### src/sv/assert_macros.svh
// ---------------------------------------------------------------------------
// Assertion macros shared by the I2C master phase sequencer.
// In synthesis builds the macros expand to nothing.
// ---------------------------------------------------------------------------
`ifndef ASSERT_MACROS_SVH
`define ASSERT_MACROS_SVH

`ifndef SYNTHESIS
// Same-cycle implication, disabled during reset.
`define I2CMS_ASSERT_IMP(lbl, clk, rstn, ante, cons) \
  lbl: assert property (@(posedge clk) disable iff (!rstn) (ante) |-> (cons)) \
    else $error("I2C sequencer: same-cycle check failed");
// Next-cycle implication, disabled during reset.
`define I2CMS_ASSERT_NXT(lbl, clk, rstn, ante, cons) \
  lbl: assert property (@(posedge clk) disable iff (!rstn) (ante) |=> (cons)) \
    else $error("I2C sequencer: next-cycle check failed");
`else
`define I2CMS_ASSERT_IMP(lbl, clk, rstn, ante, cons)
`define I2CMS_ASSERT_NXT(lbl, clk, rstn, ante, cons)
`endif

`endif

### src/sv/i2cms_pkg.sv
// ---------------------------------------------------------------------------
// I2C master phase sequencer package
// Command codes, the queued command descriptor and phase counter limits.
// ---------------------------------------------------------------------------
package i2cms_pkg;

  // Command codes carried by an input transfer.
  typedef enum logic [1:0] {
    ACT_START = 2'd0,
    ACT_STOP  = 2'd1,
    ACT_WRITE = 2'd2,
    ACT_READ  = 2'd3
  } action_t;

  // A classified command, as held in the queue between front and back.
  typedef struct packed {
    action_t    action;
    logic [8:0] bits;     // SDA level per bit slot, slot 0 at bit 8, ack slot at bit 0
    logic       nack;     // acknowledge level sampled on a write
    logic [7:0] rx_byte;  // assembled byte on a read
    logic       busy;     // bus busy level shown during the run
  } cmd_desc_t;

  // Queue status seen by the front end.
  typedef struct packed {
    logic full;
    logic empty;
  } fifo_stat_t;

  localparam int unsigned FIFO_DEPTH = 2;
  localparam int unsigned FIFO_PTR_W = 1;
  localparam int unsigned FIFO_CNT_W = 2;

  // Phase counter limits.
  localparam logic [1:0] START_SUB_LAST = 2'd3;
  localparam logic [1:0] STOP_SUB_LAST  = 2'd2;
  localparam logic [1:0] BYTE_SUB_LAST  = 2'd2;
  localparam logic [1:0] SUB_CLOCK_HIGH = 2'd1;
  localparam logic [3:0] BYTE_SLOT_LAST = 4'd8;

endpackage

### src/sv/i2cms_if.sv
// ---------------------------------------------------------------------------
// I2C master phase sequencer channels
// Command channel and bus phase channel, valid/ready handshaked.
// ---------------------------------------------------------------------------
interface i2cms_cmd_if;
  logic       valid;
  logic       ready;
  logic [1:0] action;
  logic [7:0] tx_byte;
  logic       send_ack;
  logic [8:0] slave_sda;

  modport source (output valid, action, tx_byte, send_ack, slave_sda, input ready);
  modport sink   (input valid, action, tx_byte, send_ack, slave_sda, output ready);
endinterface

interface i2cms_phase_if;
  logic       valid;
  logic       ready;
  logic       scl;
  logic       sda;
  logic       nack;
  logic [7:0] rx_byte;
  logic       bus_busy;
  logic       last;

  modport source (output valid, scl, sda, nack, rx_byte, bus_busy, last, input ready);
  modport sink   (input valid, scl, sda, nack, rx_byte, bus_busy, last, output ready);
endinterface

### src/sv/i2cms_front.sv
// ---------------------------------------------------------------------------
// I2C command front end
// Accepts commands, tracks the bus busy flag and builds queue descriptors.
// ---------------------------------------------------------------------------
`include "assert_macros.svh"

module i2cms_front (
  input  logic                  clk,
  input  logic                  rst_n,
  i2cms_cmd_if.sink             in_cmd,
  input  i2cms_pkg::fifo_stat_t stat,
  output logic                  push,
  output i2cms_pkg::cmd_desc_t  push_desc
);

  logic                busy_r;
  logic                busy_nxt;
  i2cms_pkg::action_t  act;

  assign act         = i2cms_pkg::action_t'(in_cmd.action);
  assign in_cmd.ready = !stat.full;
  assign push        = in_cmd.valid && in_cmd.ready;

  // Classify the command and work out the busy flag that follows it.
  always_comb begin
    busy_nxt           = busy_r;
    push_desc.action   = act;
    push_desc.bits     = 9'h1FF;
    push_desc.nack     = 1'b0;
    push_desc.rx_byte  = 8'h00;
    push_desc.busy     = busy_r;
    unique case (act)
      i2cms_pkg::ACT_START: begin
        busy_nxt       = 1'b1;
        push_desc.busy = 1'b1;
      end
      i2cms_pkg::ACT_STOP: begin
        busy_nxt = 1'b0;
      end
      i2cms_pkg::ACT_WRITE: begin
        push_desc.bits = {in_cmd.tx_byte, 1'b1};
        push_desc.nack = in_cmd.slave_sda[0];
      end
      i2cms_pkg::ACT_READ: begin
        push_desc.bits    = {8'hFF, !in_cmd.send_ack};
        push_desc.rx_byte = in_cmd.slave_sda[8:1];
      end
      default: begin
        busy_nxt = busy_r;
      end
    endcase
  end

  // Busy flag, updated as each command enters the queue.
  always_ff @(posedge clk) begin
    if (!rst_n) begin
      busy_r <= 1'b0;
    end else if (push) begin
      busy_r <= busy_nxt;
    end
  end

  `I2CMS_ASSERT_NXT(a_start_sets_busy, clk, rst_n, push && (act == i2cms_pkg::ACT_START), busy_r)
  `I2CMS_ASSERT_NXT(a_stop_clears_busy, clk, rst_n, push && (act == i2cms_pkg::ACT_STOP), !busy_r)

endmodule

### src/sv/i2cms_cmd_fifo.sv
// ---------------------------------------------------------------------------
// I2C command queue
// Two-entry queue of descriptors between the front end and phase generator.
// ---------------------------------------------------------------------------
`include "assert_macros.svh"

module i2cms_cmd_fifo (
  input  logic                  clk,
  input  logic                  rst_n,
  input  logic                  push,
  input  i2cms_pkg::cmd_desc_t  push_desc,
  input  logic                  pop,
  output i2cms_pkg::cmd_desc_t  head_desc,
  output i2cms_pkg::fifo_stat_t stat
);

  i2cms_pkg::cmd_desc_t                 mem_r [i2cms_pkg::FIFO_DEPTH];
  logic [i2cms_pkg::FIFO_PTR_W-1:0]     wr_ptr_r;
  logic [i2cms_pkg::FIFO_PTR_W-1:0]     rd_ptr_r;
  logic [i2cms_pkg::FIFO_CNT_W-1:0]     count_r;

  assign stat.full  = (count_r == i2cms_pkg::FIFO_CNT_W'(i2cms_pkg::FIFO_DEPTH));
  assign stat.empty = (count_r == '0);
  assign head_desc  = mem_r[rd_ptr_r];

  // Storage: written on push, no reset needed.
  always_ff @(posedge clk) begin
    if (push) begin
      mem_r[wr_ptr_r] <= push_desc;
    end
  end

  // Pointers and fill count.
  always_ff @(posedge clk) begin
    if (!rst_n) begin
      wr_ptr_r <= '0;
      rd_ptr_r <= '0;
      count_r  <= '0;
    end else begin
      if (push) begin
        wr_ptr_r <= wr_ptr_r + 1'b1;
      end
      if (pop) begin
        rd_ptr_r <= rd_ptr_r + 1'b1;
      end
      if (push && !pop) begin
        count_r <= count_r + 1'b1;
      end else if (pop && !push) begin
        count_r <= count_r - 1'b1;
      end
    end
  end

  `I2CMS_ASSERT_IMP(a_no_pop_empty, clk, rst_n, stat.empty, !pop)
  `I2CMS_ASSERT_IMP(a_no_push_full, clk, rst_n, stat.full, !push)

endmodule

### src/sv/i2cms_phase_gen.sv
// ---------------------------------------------------------------------------
// I2C bus phase generator
// Walks the queued command into the output register, one bus phase per cycle unless stalled.
// ---------------------------------------------------------------------------
`include "assert_macros.svh"

module i2cms_phase_gen (
  input  logic                  clk,
  input  logic                  rst_n,
  input  i2cms_pkg::cmd_desc_t  head_desc,
  input  i2cms_pkg::fifo_stat_t stat,
  output logic                  pop,
  i2cms_phase_if.source         out_phase
);

  logic [1:0] sub_r;
  logic [1:0] sub_nxt;
  logic [3:0] slot_r;
  logic [3:0] slot_nxt;
  logic       out_valid_r;
  logic       scl_r;
  logic       sda_r;
  logic       nack_r;
  logic [7:0] rx_byte_r;
  logic       busy_r;
  logic       last_r;

  logic       head_valid;
  logic       advance;
  logic       load;
  logic       ph_scl;
  logic       ph_sda;
  logic       ph_busy;
  logic       ph_last;
  logic       slot_bit;

  assign head_valid = !stat.empty;
  assign advance    = !out_valid_r || out_phase.ready;
  assign load       = advance && head_valid;
  assign pop        = load && ph_last;
  assign slot_bit   = head_desc.bits[i2cms_pkg::BYTE_SLOT_LAST - slot_r];

  // Phase decode for the command at the queue head.
  always_comb begin
    ph_scl   = 1'b0;
    ph_sda   = 1'b1;
    ph_busy  = head_desc.busy;
    ph_last  = 1'b0;
    unique case (head_desc.action)
      i2cms_pkg::ACT_START: begin
        ph_scl  = sub_r[0] ^ sub_r[1];
        ph_sda  = !sub_r[1];
        ph_last = (sub_r == i2cms_pkg::START_SUB_LAST);
      end
      i2cms_pkg::ACT_STOP: begin
        ph_scl  = (sub_r != 2'd0);
        ph_last = (sub_r == i2cms_pkg::STOP_SUB_LAST);
        ph_sda  = ph_last;
        ph_busy = head_desc.busy && !ph_last;
      end
      i2cms_pkg::ACT_WRITE, i2cms_pkg::ACT_READ: begin
        ph_scl  = (sub_r == i2cms_pkg::SUB_CLOCK_HIGH);
        ph_sda  = slot_bit;
        ph_last = (slot_r == i2cms_pkg::BYTE_SLOT_LAST) &&
                  (sub_r == i2cms_pkg::BYTE_SUB_LAST);
      end
      default: begin
        ph_last = 1'b0;
      end
    endcase
  end

  // Next position within the run.
  always_comb begin
    sub_nxt  = sub_r + 1'b1;
    slot_nxt = slot_r;
    if (ph_last) begin
      sub_nxt  = '0;
      slot_nxt = '0;
    end else if (sub_r == i2cms_pkg::BYTE_SUB_LAST &&
                 (head_desc.action == i2cms_pkg::ACT_WRITE ||
                  head_desc.action == i2cms_pkg::ACT_READ)) begin
      sub_nxt  = '0;
      slot_nxt = slot_r + 1'b1;
    end
  end

  // Control state: phase counters and output valid.
  always_ff @(posedge clk) begin
    if (!rst_n) begin
      sub_r       <= '0;
      slot_r      <= '0;
      out_valid_r <= 1'b0;
    end else begin
      if (load) begin
        sub_r  <= sub_nxt;
        slot_r <= slot_nxt;
      end
      if (advance) begin
        out_valid_r <= head_valid;
      end
    end
  end

  // Output payload register.
  always_ff @(posedge clk) begin
    if (load) begin
      scl_r     <= ph_scl;
      sda_r     <= ph_sda;
      nack_r    <= ph_last && head_desc.nack;
      rx_byte_r <= ph_last ? head_desc.rx_byte : 8'h00;
      busy_r    <= ph_busy;
      last_r    <= ph_last;
    end
  end

  assign out_phase.valid    = out_valid_r;
  assign out_phase.scl      = scl_r;
  assign out_phase.sda      = sda_r;
  assign out_phase.nack     = nack_r;
  assign out_phase.rx_byte  = rx_byte_r;
  assign out_phase.bus_busy = busy_r;
  assign out_phase.last     = last_r;

  `I2CMS_ASSERT_IMP(a_slot_range, clk, rst_n, 1'b1, slot_r <= i2cms_pkg::BYTE_SLOT_LAST)
  `I2CMS_ASSERT_NXT(a_pop_shows_last, clk, rst_n, pop, out_phase.valid && out_phase.last)

endmodule

### src/sv/i2c_master_bit_sequencer.sv
// The first bus phase of an accepted command passes through the command queue and
// then the output register. Throughput: one bus phase per cycle while out_phase.ready
// allows, set by the phase generator, which emits a single phase per clock.
// A two-entry command queue lets new commands be accepted while a run is in progress.
// Reset (synchronous, rst_n low) empties the queue and output register and clears
// the bus busy flag.
// ---------------------------------------------------------------------------
// I2C master phase sequencer
// Turns start, stop, write and read commands into runs of SCL/SDA bus phases.
// ---------------------------------------------------------------------------
module i2c_master_bit_sequencer (
  input  logic          clk,
  input  logic          rst_n,
  i2cms_cmd_if.sink     in_cmd,
  i2cms_phase_if.source out_phase
);

  logic                  push;
  logic                  pop;
  i2cms_pkg::cmd_desc_t  push_desc;
  i2cms_pkg::cmd_desc_t  head_desc;
  i2cms_pkg::fifo_stat_t stat;

  // Front end: accepts and classifies commands.
  i2cms_front u_front (
    .clk       (clk),
    .rst_n     (rst_n),
    .in_cmd    (in_cmd),
    .stat      (stat),
    .push      (push),
    .push_desc (push_desc)
  );

  // Queue between front end and phase generator.
  i2cms_cmd_fifo u_fifo (
    .clk       (clk),
    .rst_n     (rst_n),
    .push      (push),
    .push_desc (push_desc),
    .pop       (pop),
    .head_desc (head_desc),
    .stat      (stat)
  );

  // Back end: emits the bus phases.
  i2cms_phase_gen u_phase_gen (
    .clk       (clk),
    .rst_n     (rst_n),
    .head_desc (head_desc),
    .stat      (stat),
    .pop       (pop),
    .out_phase (out_phase)
  );

endmodule

### src/flat_wrapper.sv
// flat-port wrapper written by rule: the top's interface ports become plain ports
module i2c_master_bit_sequencer_flat 
  (clk, rst_n, in_cmd_valid, in_cmd_action, in_cmd_tx_byte, in_cmd_send_ack, in_cmd_slave_sda, in_cmd_ready, out_phase_valid, out_phase_scl, out_phase_sda, out_phase_nack, out_phase_rx_byte, out_phase_bus_busy, out_phase_last, out_phase_ready);
  i2cms_cmd_if in_cmd_i ();
  i2cms_phase_if out_phase_i ();
  input  logic clk;
  input  logic rst_n;
  input wire logic [$bits(in_cmd_i.valid)-1:0] in_cmd_valid;
  input wire logic [$bits(in_cmd_i.action)-1:0] in_cmd_action;
  input wire logic [$bits(in_cmd_i.tx_byte)-1:0] in_cmd_tx_byte;
  input wire logic [$bits(in_cmd_i.send_ack)-1:0] in_cmd_send_ack;
  input wire logic [$bits(in_cmd_i.slave_sda)-1:0] in_cmd_slave_sda;
  output wire logic [$bits(in_cmd_i.ready)-1:0] in_cmd_ready;
  output wire logic [$bits(out_phase_i.valid)-1:0] out_phase_valid;
  output wire logic [$bits(out_phase_i.scl)-1:0] out_phase_scl;
  output wire logic [$bits(out_phase_i.sda)-1:0] out_phase_sda;
  output wire logic [$bits(out_phase_i.nack)-1:0] out_phase_nack;
  output wire logic [$bits(out_phase_i.rx_byte)-1:0] out_phase_rx_byte;
  output wire logic [$bits(out_phase_i.bus_busy)-1:0] out_phase_bus_busy;
  output wire logic [$bits(out_phase_i.last)-1:0] out_phase_last;
  input wire logic [$bits(out_phase_i.ready)-1:0] out_phase_ready;
  assign in_cmd_i.valid = in_cmd_valid;
  assign in_cmd_i.action = in_cmd_action;
  assign in_cmd_i.tx_byte = in_cmd_tx_byte;
  assign in_cmd_i.send_ack = in_cmd_send_ack;
  assign in_cmd_i.slave_sda = in_cmd_slave_sda;
  assign in_cmd_ready = in_cmd_i.ready;
  assign out_phase_valid = out_phase_i.valid;
  assign out_phase_scl = out_phase_i.scl;
  assign out_phase_sda = out_phase_i.sda;
  assign out_phase_nack = out_phase_i.nack;
  assign out_phase_rx_byte = out_phase_i.rx_byte;
  assign out_phase_bus_busy = out_phase_i.bus_busy;
  assign out_phase_last = out_phase_i.last;
  assign out_phase_i.ready = out_phase_ready;
  i2c_master_bit_sequencer u_core (.clk(clk), .rst_n(rst_n), .in_cmd(in_cmd_i), .out_phase(out_phase_i));
endmodule
### config.mk
export PLATFORM = sky130hd
export DESIGN_NAME = i2c_master_bit_sequencer_flat
export DESIGN_NICKNAME = d
export VERILOG_FILES = /design/src/sv/i2cms_pkg.sv /design/src/sv/i2cms_if.sv /design/src/sv/i2cms_front.sv /design/src/sv/i2cms_cmd_fifo.sv /design/src/sv/i2cms_phase_gen.sv /design/src/sv/i2c_master_bit_sequencer.sv /design/src/flat_wrapper.sv
export VERILOG_INCLUDE_DIRS = /design/src /design/src/sv
export SDC_FILE = /design/constraint.sdc
export NUM_CORES = 1
export LEC_CHECK = 0
export ABC_AREA = 0
export ABC_CLOCK_PERIOD_IN_PS = 7500
export BUFFER_PORTS_ARGS = -buffer_cell sky130_fd_sc_hd__buf_2
export CAP_MARGIN = 20
export CORE_MARGIN = 4
export CORE_UTILIZATION = 55
export DETAILED_ROUTE_END_ITERATION = 12
export PLACE_DENSITY_LB_ADDON = 0.1
export SLEW_MARGIN = 20
export SYNTH_ARGS = -nofsm -noshare
export SYNTH_HDL_FRONTEND = slang
export SYNTH_HIERARCHICAL = 1
export SYNTH_SLANG_ARGS = --single-unit
### constraint.sdc
create_clock -name clk -period 7.5 [get_ports clk]
set_input_delay 1.5 -clock clk [delete_from_list [all_inputs] [get_ports clk]]
set_output_delay 1.5 -clock clk [all_outputs]
set_load 0.005 [all_outputs]
* Yosys cells after proc, flatten, opt, wreduce, memory -nomap -nowiden
Memory sizes are Yosys's and may differ from the RTL's. A register that Yosys moved wholly into a read port is not among the register bits.
Cells that the tools add are included.
** Storage, ports and cells
- Input port bits :: 24
- RAM bits :: 42
- Memories :: 1
- Logic and storage cells :: 84
- Bits in registers :: 25
** Operators by class
- Add/subtract/negate cells :: 7
- Multiplexer cells :: 21
- Equal/unequal tests :: 11
- $lt $le $gt $ge :: 1
- Bitwise logic cells :: 1
- Reduce and logical (&&, ||, !) cells :: 29
** Memories
- u_core.u_fifo.mem_r :: words 2, bits a word 21, read ports 1, clocked after memory_dff 1, write ports 1, line i2cms_cmd_fifo.sv:17 : i2cms_pkg::cmd_desc_t mem_r [i2cms_pkg::FIFO_DEPTH];
** Operators with widths (count)
- $pmux 9 s2 :: 1
- $eq 2x2->1 const B :: 7
- $logic_and 1x1->1 :: 9
- $pmux 1 s3 :: 3
- $logic_not 1->1 :: 8
- $mux 1 :: 8
- $mux 2 :: 4
- $mux 4 :: 2
- $mux 8 :: 1
- $reduce_bool 2->1 :: 4
- $eq 2x1->1 const B :: 3
- $logic_not 2->1 :: 3
- $lt 4x5->1 const B :: 1
- $add 2x1->2 const B :: 2
- $add 4x1->4 const B :: 1
- $bmux 1 s4 :: 1
- $eq 4x4->1 const B :: 1
- $reduce_and 2->1 :: 2
- $sub 4x4->4 const A :: 1
- $add 1x1->1 const B :: 2
- $logic_or 1x1->1 :: 2
- $pmux 1 s2 :: 1
- $reduce_or 2->1 :: 1
- $sub 2x1->2 const B :: 1
- $xor 1x1->1 :: 1

* Longest topological paths before layout
Gate-level depths: netlist of run 1.
- Depth in word-level cells :: 7
- Gate-level depth with buffers :: 12
- Gate-level depth less buffers :: 10

* Cells and area by module
The synthesis of run 1 kept the hierarchy.
** Modules (own cells, without submodules)
- i2cms_cmd_fifo :: instances 1, cells each 87, area each 1726.7 µm², sequential area each 1361.3 µm²
- i2cms_phase_gen :: instances 1, cells each 97, area each 1064.8 µm², sequential area each 530.5 µm²
- i2cms_front :: instances 1, cells each 31, area each 217.7 µm², sequential area each 20.0 µm²

* Worst setup path before layout of run 1
No wires, ideal clock.
- Path kind :: input port to flip-flop
- Start point :: in out_phase_ready
- End point :: reg u_core/u_fifo/count_r[1] (netlist bit)
- Stages :: 7
- Buffers on the path :: 0
- Path slack :: 4.116 ns
- Arrival :: 3.314 ns
- Required time :: 7.430 ns
- Cells stage by stage :: nor2b_1 > nor2_1 > and2_1 > inv_1 > ha_1 > or3_1 > a21boi_1
** On the way
- Word-level cells in the longest chain between the ends :: 6
- Elaborated cells between the ends (all ways) :: 8
- Those cells by class :: mux: 1; reduce/logical: 7
** Ends and longest elaborated chain
- start, declared :: line flat_wrapper.sv:21 : input wire logic [$bits(out_phase_i.ready)-1:0] out_phase_ready;
- $logic_or 1x1->1 * :: line i2cms_phase_gen.sv:38 : assign advance = !out_valid_r || out_phase.ready;
- $logic_and 1x1->1 * :: line i2cms_phase_gen.sv:39 : assign load = advance && head_valid;
- via u_core.u_phase_gen.load :: line i2cms_phase_gen.sv:30 : logic load;
- $logic_and 1x1->1 * :: line i2cms_phase_gen.sv:40 : assign pop = load && ph_last;
- via u_core.pop :: line i2c_master_bit_sequencer.sv:19 : logic pop;
- $logic_not 1->1 :: line i2cms_cmd_fifo.sv:46 : if (push && !pop) begin
- $logic_and 1x1->1 :: line i2cms_cmd_fifo.sv:46
- $mux 2 or $reduce_bool 2->1 (tied branches)
- end signal, assigned :: line i2cms_cmd_fifo.sv:47 : count_r <= count_r + 1'b1;
- end signal, assigned :: line i2cms_cmd_fifo.sv:49 : count_r <= count_r - 1'b1;
- end, declared :: line i2cms_cmd_fifo.sv:20 : logic [i2cms_pkg::FIFO_CNT_W-1:0] count_r;
Mark *: on every way through the listed nets, which the timed path passes. The rest lies on a longest branch.
A chain may end at the register's enable or synchronous reset.

==> results of run 1 <==
report_power, final:
| group | switching (mW) | internal [mW] | total (mW) |
|---|---|---|---|
| combinational | 0.0737 | 0.0605 | 0.134 |
| sequential | 0.0172 | 0.462 | 0.479 |
| clock | 0.120 | 0.116 | 0.236 |
| total | 0.211 | 0.638 | 0.849 |
worst paths after layout:
path                                                  to  slack, ps  depth (start not counted)
worst max-delay path            u_core/u_fifo/count_r[1]       4080                          8
worst min-delay path               u_core/u_front/busy_r        460                          2
worst max register to register  u_core/u_fifo/count_r[1]       4080                          8
worst min register to register     u_core/u_front/busy_r        460                          2
registers in the layout (all words and copies together), names as in the netlist, named ones only:
| register | count |
|---|---|
| u_core/u_fifo/count_r | 2 |
| u_core/u_fifo/mem_r | 42 |
| u_core/u_fifo/rd_ptr_r | 1 |
| u_core/u_fifo/wr_ptr_r | 1 |
| u_core/u_front/busy_r | 1 |
| u_core/u_phase_gen/out_phase.bus_busy | 1 |
| u_core/u_phase_gen/out_phase.last | 1 |
| u_core/u_phase_gen/out_phase.nack | 1 |
| u_core/u_phase_gen/out_phase.rx_byte | 8 |
| u_core/u_phase_gen/out_phase.scl | 1 |
| u_core/u_phase_gen/out_phase.sda | 1 |
| u_core/u_phase_gen/out_phase.valid | 1 |
| u_core/u_phase_gen/slot_r | 4 |
| u_core/u_phase_gen/sub_r | 2 |
cells in the mapped netlist (all sizes together) (2+ instances only):
| library cell | count |
|---|---|
| nor2 | 5 |
| ha | 7 |
| nor2b | 6 |
| edfxtp | 55 |
| nand4b | 2 |
| and3 | 9 |
| or4 | 2 |
| and2 | 17 |
| o21ai | 8 |
| inv | 10 |
| o21a | 3 |
| nand3 | 3 |
| xor2 | 3 |
| mux2 | 21 |
| dfxtp | 13 |
| xnor2 | 2 |
| nand2b | 9 |
| mux2i | 4 |
| a21oi | 4 |
| o21bai | 2 |
| or3 | 2 |
| nand2 | 6 |
| mux4 | 2 |
| buf | 8 |
kinds of logic (layout without fill, tap and decap cells):
| logic type | after synthesis | count (layout) |
|---|---|---|
| compound gates | 23 | 23 |
| xor+xnor | 5 | 5 |
| fa+ha+maj | 7 | 7 |
| buf+inv | 19 | 65 |
| flops | 68 | 68 |
| mux | 27 | 27 |
| simple gates | 66 | 66 |
stage by stage:
step | worst slack, ps | instance area [um^2] | cells | power, mW
after floorplan | 4120 | 3010 | 215 | 0.572
after global placement | 3930 | 3240 | 315 | 0.620
after detailed placement | 3860 | 3240 | 315 | 0.622
after CTS | 3840 | 3390 | 331 | 0.860
after global routing | 3860 | 3400 | 331 | 0.900
final | 4080 | 3400 | 331 | 0.849
per-layer routing:
metal  share of wire  wire length (um)
met3           0.053               258
met2            0.45              2180
met4           0.018                87
met1            0.48              2330
met5               0                 0
worst max-delay path: cells and delay by family, from the launching register on:
family                     cells  cell delay [ps]
adders and majority gates      1              310
muxes                          3             1260
AOI/OAI and AO/OA              1              140
DFF                            1              960
and+or+nand+nor                2              610
buffers and inverters          1               60
area by class of cell:
class                           count  area (um^2)  share of cell area
Clock inverter                      4         16.3             0.00478
Inverter                           10         37.5              0.0110
Sequential cell                    68         1910               0.562
Tap cell                           70         87.6              0.0258
Clock buffer                       12          135              0.0397
Multi-Input combinational cell    128         1010               0.298
Timing Repair Buffer               39          198              0.0582
==> impl_metrics.toml, run 1 <==
[status]
status = "finished, final reports clean"

[grt]
use_met2 = 0.258
antenna_found_initial = 0
busiest_layer = "met2"
grt_max_degree = 23
use_met3 = 0.0373
grt.total_usage = 0.161
grt_use_met1 = 0.202
grt_pass1_vias = 1666
overflow = 0
grt_pass1_wl_mm = 7.73

[clocking]
ctsHoldBuffers = 0
cts_resized = 0
cts_buffers = 9
clockBufferDepth = 2
cts_tree = "yes"
clock-sinks = 68
cts_root_buffer = "clkbuf_8"
clock_latency_ps = 330
post_cts_buffers = 0
clkTransAtPathRegs_ps = 60
htreeDepth = 3

[drt]
dr.pass1.iters = 4
totalWireLength_mm = 4.85
initialDrtViolationCount = 90
wl_per_cell_um = 14.7
via_count = 1686
drcViolationCount = 0
drtAntennaViolNets = 0
vias_per_cell = 5.09

[logic_synthesis]
synth.avg_cell_area_um2 = 14.0
synth_top_family_by_area = "simple AND/OR/NAND/NOR gates"
netlist_area_um2 = 3010
synthDistinctLibCells = 41
synth_ff_type = "edfxtp_1"
synth-adder-area-share = 0.0291
synth_xor_area_frac = 0.0146
synth_seq_cells = 68
synth.top_cell.area_share = 0.549
async_flop_share = 0
synth-simple-area-share = 0.134
synth_area_leaders = "edfxtp_1, dfxtp_1, mux2_2, and2_1, ha_1"
synth.largest_area_cell = "edfxtp_1"
yosysWarningCount = 6
yosysSeqAreaShare = 0.635
syn-instance-count = 215
synth_compound_area_frac = 0.0482
synth_nets = 246
synth_mux_area_frac = 0.107
synth_enable_flop_cells = 55

[timing]
fin_skew_ps = 4.78
period_share = 0.455
slew_viol_final = 0
period_minus_slack_ps = 3420
tightestPinTransition_ps = 999
max_freq_mhz = 293
rsz0062_at_grt = "false"
final_hold_viol_count = 0
fin_tns_setup_ps = 0
maxSlewHeadroom = 0.334
setup_viol = 0
hold_ws_ps = 464

[placement]
gp_congestion = 0.702
io_buffers = 38
hpwl_mm = 3.16

[hold_path]
worstHoldStart = "u_core/u_front/busy_r"
hp-class = "flop to flop"

[worst_setup_path]
arrival_ps = 3680
cpPeakStageDelay_ps = 960
path_max_fanout = 21
end_kind = "flop"
critPathLaunchType = "flop"
crit_type = "flop to flop"
cp_cell_sequence = "mux2_2 > mux2i_1 > mux2i_2 > and2_1 > inv_1 > ha_1 > or3_1 > a21boi_1"
required_ps = 7760
crit_slowest_cell = "dfxtp_1"

[floorplanning]
fp-row-count = 26
die_w_um = 82.0
dieHeight_um = 82.0
core_area_um2 = 5200
fp.dieArea_um2 = 6720
start_util = 0.578
num_io_pins = 39

[cells_and_area]
final_cell_mix = "edfxtp_1, buf_2, mux2_2"
fin_util = 0.653
final_common_cell = "edfxtp_1"
area_delta_synth_final_pct = 13.0
diodes = 0
nNetsFinal = 287
num-fill-cells = 419
final_layout_size_suffix_gt1_frac = 0.299

[flow_run]
cap_violations = 0

[pwr]
power.density_nw_per_um2 = 250
vdd_ir_drop_max_v = 0.000139
p_leak_nw = 1.26
No activity file was read; power rests on OpenSTA's default activity.
==> inputs of run 2 (changes only) <==
Settings changed: ABC_CLOCK_PERIOD_IN_PS 7500 to 3100, CORE_UTILIZATION 55 to 51.
Clock period 7.5 ns to 3.1 ns, I/O delays scaled along.
==> impl_metrics.toml, run 2 (synthesis results as in run 1) <==
[status]
status = "finished, final reports clean"

[cells_and_area]
largest_register_ffs = 42
nNetsFinal = 291
regMostFlops = "u_core/u_fifo/mem_r"
final_common_cell = "edfxtp_1"
area_delta_synth_final_pct = 16.2
num-fill-cells = 457
final_cell_mix = "edfxtp_1, buf_2, mux2_2"
fin_util = 0.624
final_layout_size_suffix_gt1_frac = 0.325
diodes = 0

[floorplanning]
start_util = 0.537
fp.dieArea_um2 = 7190
num_io_pins = 39
fp-row-count = 27
die_w_um = 84.8
core_area_um2 = 5610
dieHeight_um = 84.8

[clocking]
clock_latency_ps = 340
cts_tree = "yes"
clock-sinks = 68
clkTransAtPathRegs_ps = 70
cts_resized = 0
cts_buffers = 9
htreeDepth = 3
post_cts_buffers = 0
clockBufferDepth = 2
ctsHoldBuffers = 0
cts_root_buffer = "clkbuf_8"

[hold_path]
whs_path_depth = 2
worstHoldStart = "u_core/u_front/busy_r"
hp-class = "flop to flop"
min_delay_worst_endpoint = "u_core/u_front/busy_r"

[grt]
grt.total_usage = 0.157
grt_pass1_wl_mm = 8.60
antenna_found_initial = 0
grt_pass1_vias = 1757
grt_max_degree = 23
overflow = 0

[timing]
fin_skew_ps = 9.07
rsz0062_at_grt = "false"
fin_tns_setup_ps = 0
setup_viol = 0
period_share = 0.716
final_hold_viol_count = 0
period_minus_slack_ps = 2220
max_freq_mhz = 450
tightestPinTransition_ps = 415
maxSlewHeadroom = 0.722
slew_viol_final = 0

[worst_setup_path]
cp_cell_sequence = "mux2_2 > or3b_1 > a211o_1 > or4_1 > a21oi_1"
cpPeakStageDelay_ps = 480
crit_family = "simple AND/OR/NAND/NOR gates"
reg2reg_slack_ps = 880
crit_buf_inv = 0
path_max_fanout = 9
crit_slowest_cell = "or4_1"
crit_type = "flop to flop"
worst-r2r-cell-count = 5
arrival_ps = 2490
end_kind = "flop"
r2r-end = "u_core/u_phase_gen/slot_r[3]"
critPathLaunchType = "flop"
required_ps = 3370

[drt]
totalWireLength_mm = 5.13
wl_per_cell_um = 15.2
via_count = 1741
vias_per_cell = 5.17
drtAntennaViolNets = 0
drcViolationCount = 0
initialDrtViolationCount = 97
dr.pass1.iters = 4

[pwr]
vdd_ir_drop_max_v = 0.000380
power.density_nw_per_um2 = 655
p_leak_nw = 1.31
p_total_mw = 2.29

[placement]
io_buffers = 38
gp_congestion = 0.715
hpwl_mm = 3.32

[flow_run]
cap_violations = 0
## run 2: cell types whose count changed in the layout (fill, tap and decap cells not counted), moves of 2 or more
cell and change:
clkinvlp_4 +2, bufinv_16 +2, clkbuf_1 -3, buf_4 +4, clkinv_1 -2
## run 2: cell type report
| cell class | count | area [um^2] | area share |
|---|---|---|---|
| sequential | 68 | 1910 | 0.547 |
| inverter | 10 | 37.5 | 0.0107 |
| timing repair buffer | 43 | 228 | 0.0651 |
| clock inverter | 6 | 87.6 | 0.0250 |
| multi-input combinational | 128 | 1000 | 0.287 |
| clock buffer | 10 | 138 | 0.0394 |
| tap | 72 | 90.1 | 0.0258 |
## run 2: worst register-to-register path, stage by stage (launching register included)
cell,delay (ps)
dfxtp_1,370
mux2_2,430
or3b_1,370
a211o_1,350
or4_1,490
a21oi_1,150
## run 2: metal layers
metal  part of all wire  routed length (um)  GRT usage
met1               0.47                2400      0.202
met3              0.051                 263     0.0466
met2               0.46                2360      0.247
met5                  0                   0          0
met4              0.021                 109     0.0734
## run 2: metrics by stage
step	setup slack (ps)	std cells	area, um^2	hold slack [ps]
after floorplan	479	215	3010	431
after global placement	936	321	3270	455
after detailed placement	908	321	3270	456
after CTS	882	337	3500	466
after global routing	686	337	3500	486
final	879	337	3500	463
## run 2: power by group
| group | leakage, nW | total (mW) | switching (mW) | internal, mW |
|---|---|---|---|---|
| sequential | 0.610 | 1.16 | 0.0401 | 1.12 |
| clock | 0.106 | 0.800 | 0.326 | 0.473 |
| combinational | 0.597 | 0.334 | 0.184 | 0.150 |
| total | 1.31 | 2.29 | 0.551 | 1.74 |
## run 2: worst max-delay path by stage
stage,endpoint,slack (ps),depth (start not counted)
final,u_core/u_phase_gen/slot_r[3],880,5
after global routing,u_core/u_fifo/count_r[1],690,8
after CTS,u_core/u_phase_gen/slot_r[3],880,5
after detailed placement,u_core/u_fifo/count_r[1],910,8
after global placement,u_core/u_fifo/count_r[1],940,8
after floorplan,u_core/u_fifo/count_r[1],480,10
==> inputs of run 3 (changes only) <==
Settings changed: ABC_CLOCK_PERIOD_IN_PS 3100 to 2000.
Clock period 3.1 ns to 2 ns, I/O delays scaled along.
==> impl_metrics.toml, run 3 (synthesis results as in run 1) <==
[pwr]
p_total_mw = 3.45
switching_share = 0.248
power_switching_mw = 0.856
p_leak_nw = 1.40
clockPowerShare = 0.303
power.density_nw_per_um2 = 942
combPwrFrac = 0.181
vdd_ir_drop_max_v = 0.000489
seqPwrFrac = 0.516
internal-power_mw = 2.59

[timing]
fin_skew_ps = 5.14
period_share = 1.01
maxSlewHeadroom = 0.773
fin_tns_setup_ps = -15.8
hold_ws_ps = 351
final_hold_viol_count = 0
setup_viol = 1
fin_ws_ps = -15.8
slew_viol_final = 0
max_freq_mhz = 496
tightestPinTransition_ps = 333
period_minus_slack_ps = 2020
rsz0062_at_grt = "true"

[hold_path]
hp-class = "primary input to flop"

[worst_setup_path]
path_max_fanout = 4
required_ps = 2260
crit_slowest_cell = "dfxtp_4"
crit_family = "multiplexers"
cpPeakStageDelay_ps = 370
cp_cell_sequence = "mux2_4 > mux2i_2 > mux2i_4 > and2_4 > inv_2 > ha_4 > xor2_1 > or3_1 > a21boi_1"
arrival_ps = 2270
critPathLaunchType = "flop"
end_kind = "flop"
crit_buf_inv = 1
crit_type = "flop to flop"

[drt]
initialDrtViolationCount = 125
dr.pass1.iters = 4
wl_per_cell_um = 15.2
drcViolationCount = 0
via_count = 1847
drtAntennaViolNets = 0
vias_per_cell = 5.23
totalWireLength_mm = 5.38

[grt]
grt_max_degree = 22
grt_pass1_wl_mm = 9.05
overflow = 0
grt_pass1_vias = 1935
grt.total_usage = 0.165
antenna_found_initial = 0

[cells_and_area]
area_delta_synth_final_pct = 21.7
regMostFlops = "u_core/u_fifo/mem_r"
final_layout_size_suffix_gt1_frac = 0.391
final_common_cell = "edfxtp_1"
largest_register_ffs = 42
final_cell_mix = "edfxtp_1, buf_2, mux2_2, buf_4, and2_1"
nNetsFinal = 307
fin_util = 0.653
diodes = 0
layout.cells.non_filler = 353

[clocking]
clock_latency_ps = 330
htreeDepth = 3
clock-sinks = 68
ctsHoldBuffers = 0
cts_buffers = 9
clkTransAtPathRegs_ps = 70
cts_root_buffer = "clkbuf_8"
clockBufferDepth = 2
cts_tree = "yes"

[placement]
placed_cells = 335
io_buffers = 38
gp_congestion = 0.773
hpwl_mm = 3.54

[flow_run]
cap_violations = 0

[floorplanning]
fp-row-count = 27
num_io_pins = 39
fp.dieArea_um2 = 7190
die_w_um = 84.8
core_area_um2 = 5610
dieHeight_um = 84.8
start_util = 0.537

[status]
violations = "negative setup slack"
status = "complete, but fails checks"
[run 3: metrics by stage]
stage               instance area, um^2  setup slack, ps
floorplan                          3080             -298
global placement                   3440             20.4
detailed placement                 3440            -58.8
CTS                                3640            -26.5
global route                       3660            -78.5
finish                             3660            -15.8
[run 3: final timing paths]
check | slack [ps] | depth (start not counted) | start | endpoint
worst max-delay path | -20 | 9 | flop | u_core/u_fifo/count_r[1]
worst min-delay path | 350 | 2 | in_cmd_tx_byte[4] | u_core/u_fifo/mem_r[0][15]
worst max register to register | -20 | 9 | flop | u_core/u_fifo/count_r[1]
worst min register to register | 460 | 2 | u_core/u_front/busy_r | u_core/u_front/busy_r
[run 3: worst register-to-register path, cell delays in order (launching register included)]
cell and delay [ps]:
dfxtp_4 370, mux2_4 320, mux2i_2 160, mux2i_4 160
and2_4 170, inv_2 40, ha_4 140, xor2_1 140
or3_1 310, a21boi_1 140
[run 3: power groups by stage]
stage | Combinational, mW | Sequential [mW] | Clock, mW
after floorplan | 0.346 | 1.82 | 0
final | 0.625 | 1.78 | 1.04
after detailed placement | 0.623 | 1.81 | 0
after global placement | 0.609 | 1.81 | 0
after CTS | 0.627 | 1.78 | 1.08
after global routing | 0.703 | 1.80 | 1.14
[run 3: metal layers]
metal,track usage,share of wire,vias up
li1,-,-,903
met4,0.0791,0.017,0
met5,0,0,-
met1,0.197,0.43,895
met3,0.0427,0.049,10
met2,0.276,0.50,39
[run 3: cell type report]
type,instances,area (um^2)
clock buffer,10,128
clock inverter,6,55.1
sequential,68,1920
timing repair buffer,59,373
tap,72,90.1
fill,455,1950
multi-input combinational,128,1060
inverter,10,37.5
[run 3: repair_timing]
item / in CTS / in global routing
endpoints found under the setup margin: 3 / 4
gates resized for setup: 1 / 5
setup buffers: 1 / 1
pin swaps: 1 / 1
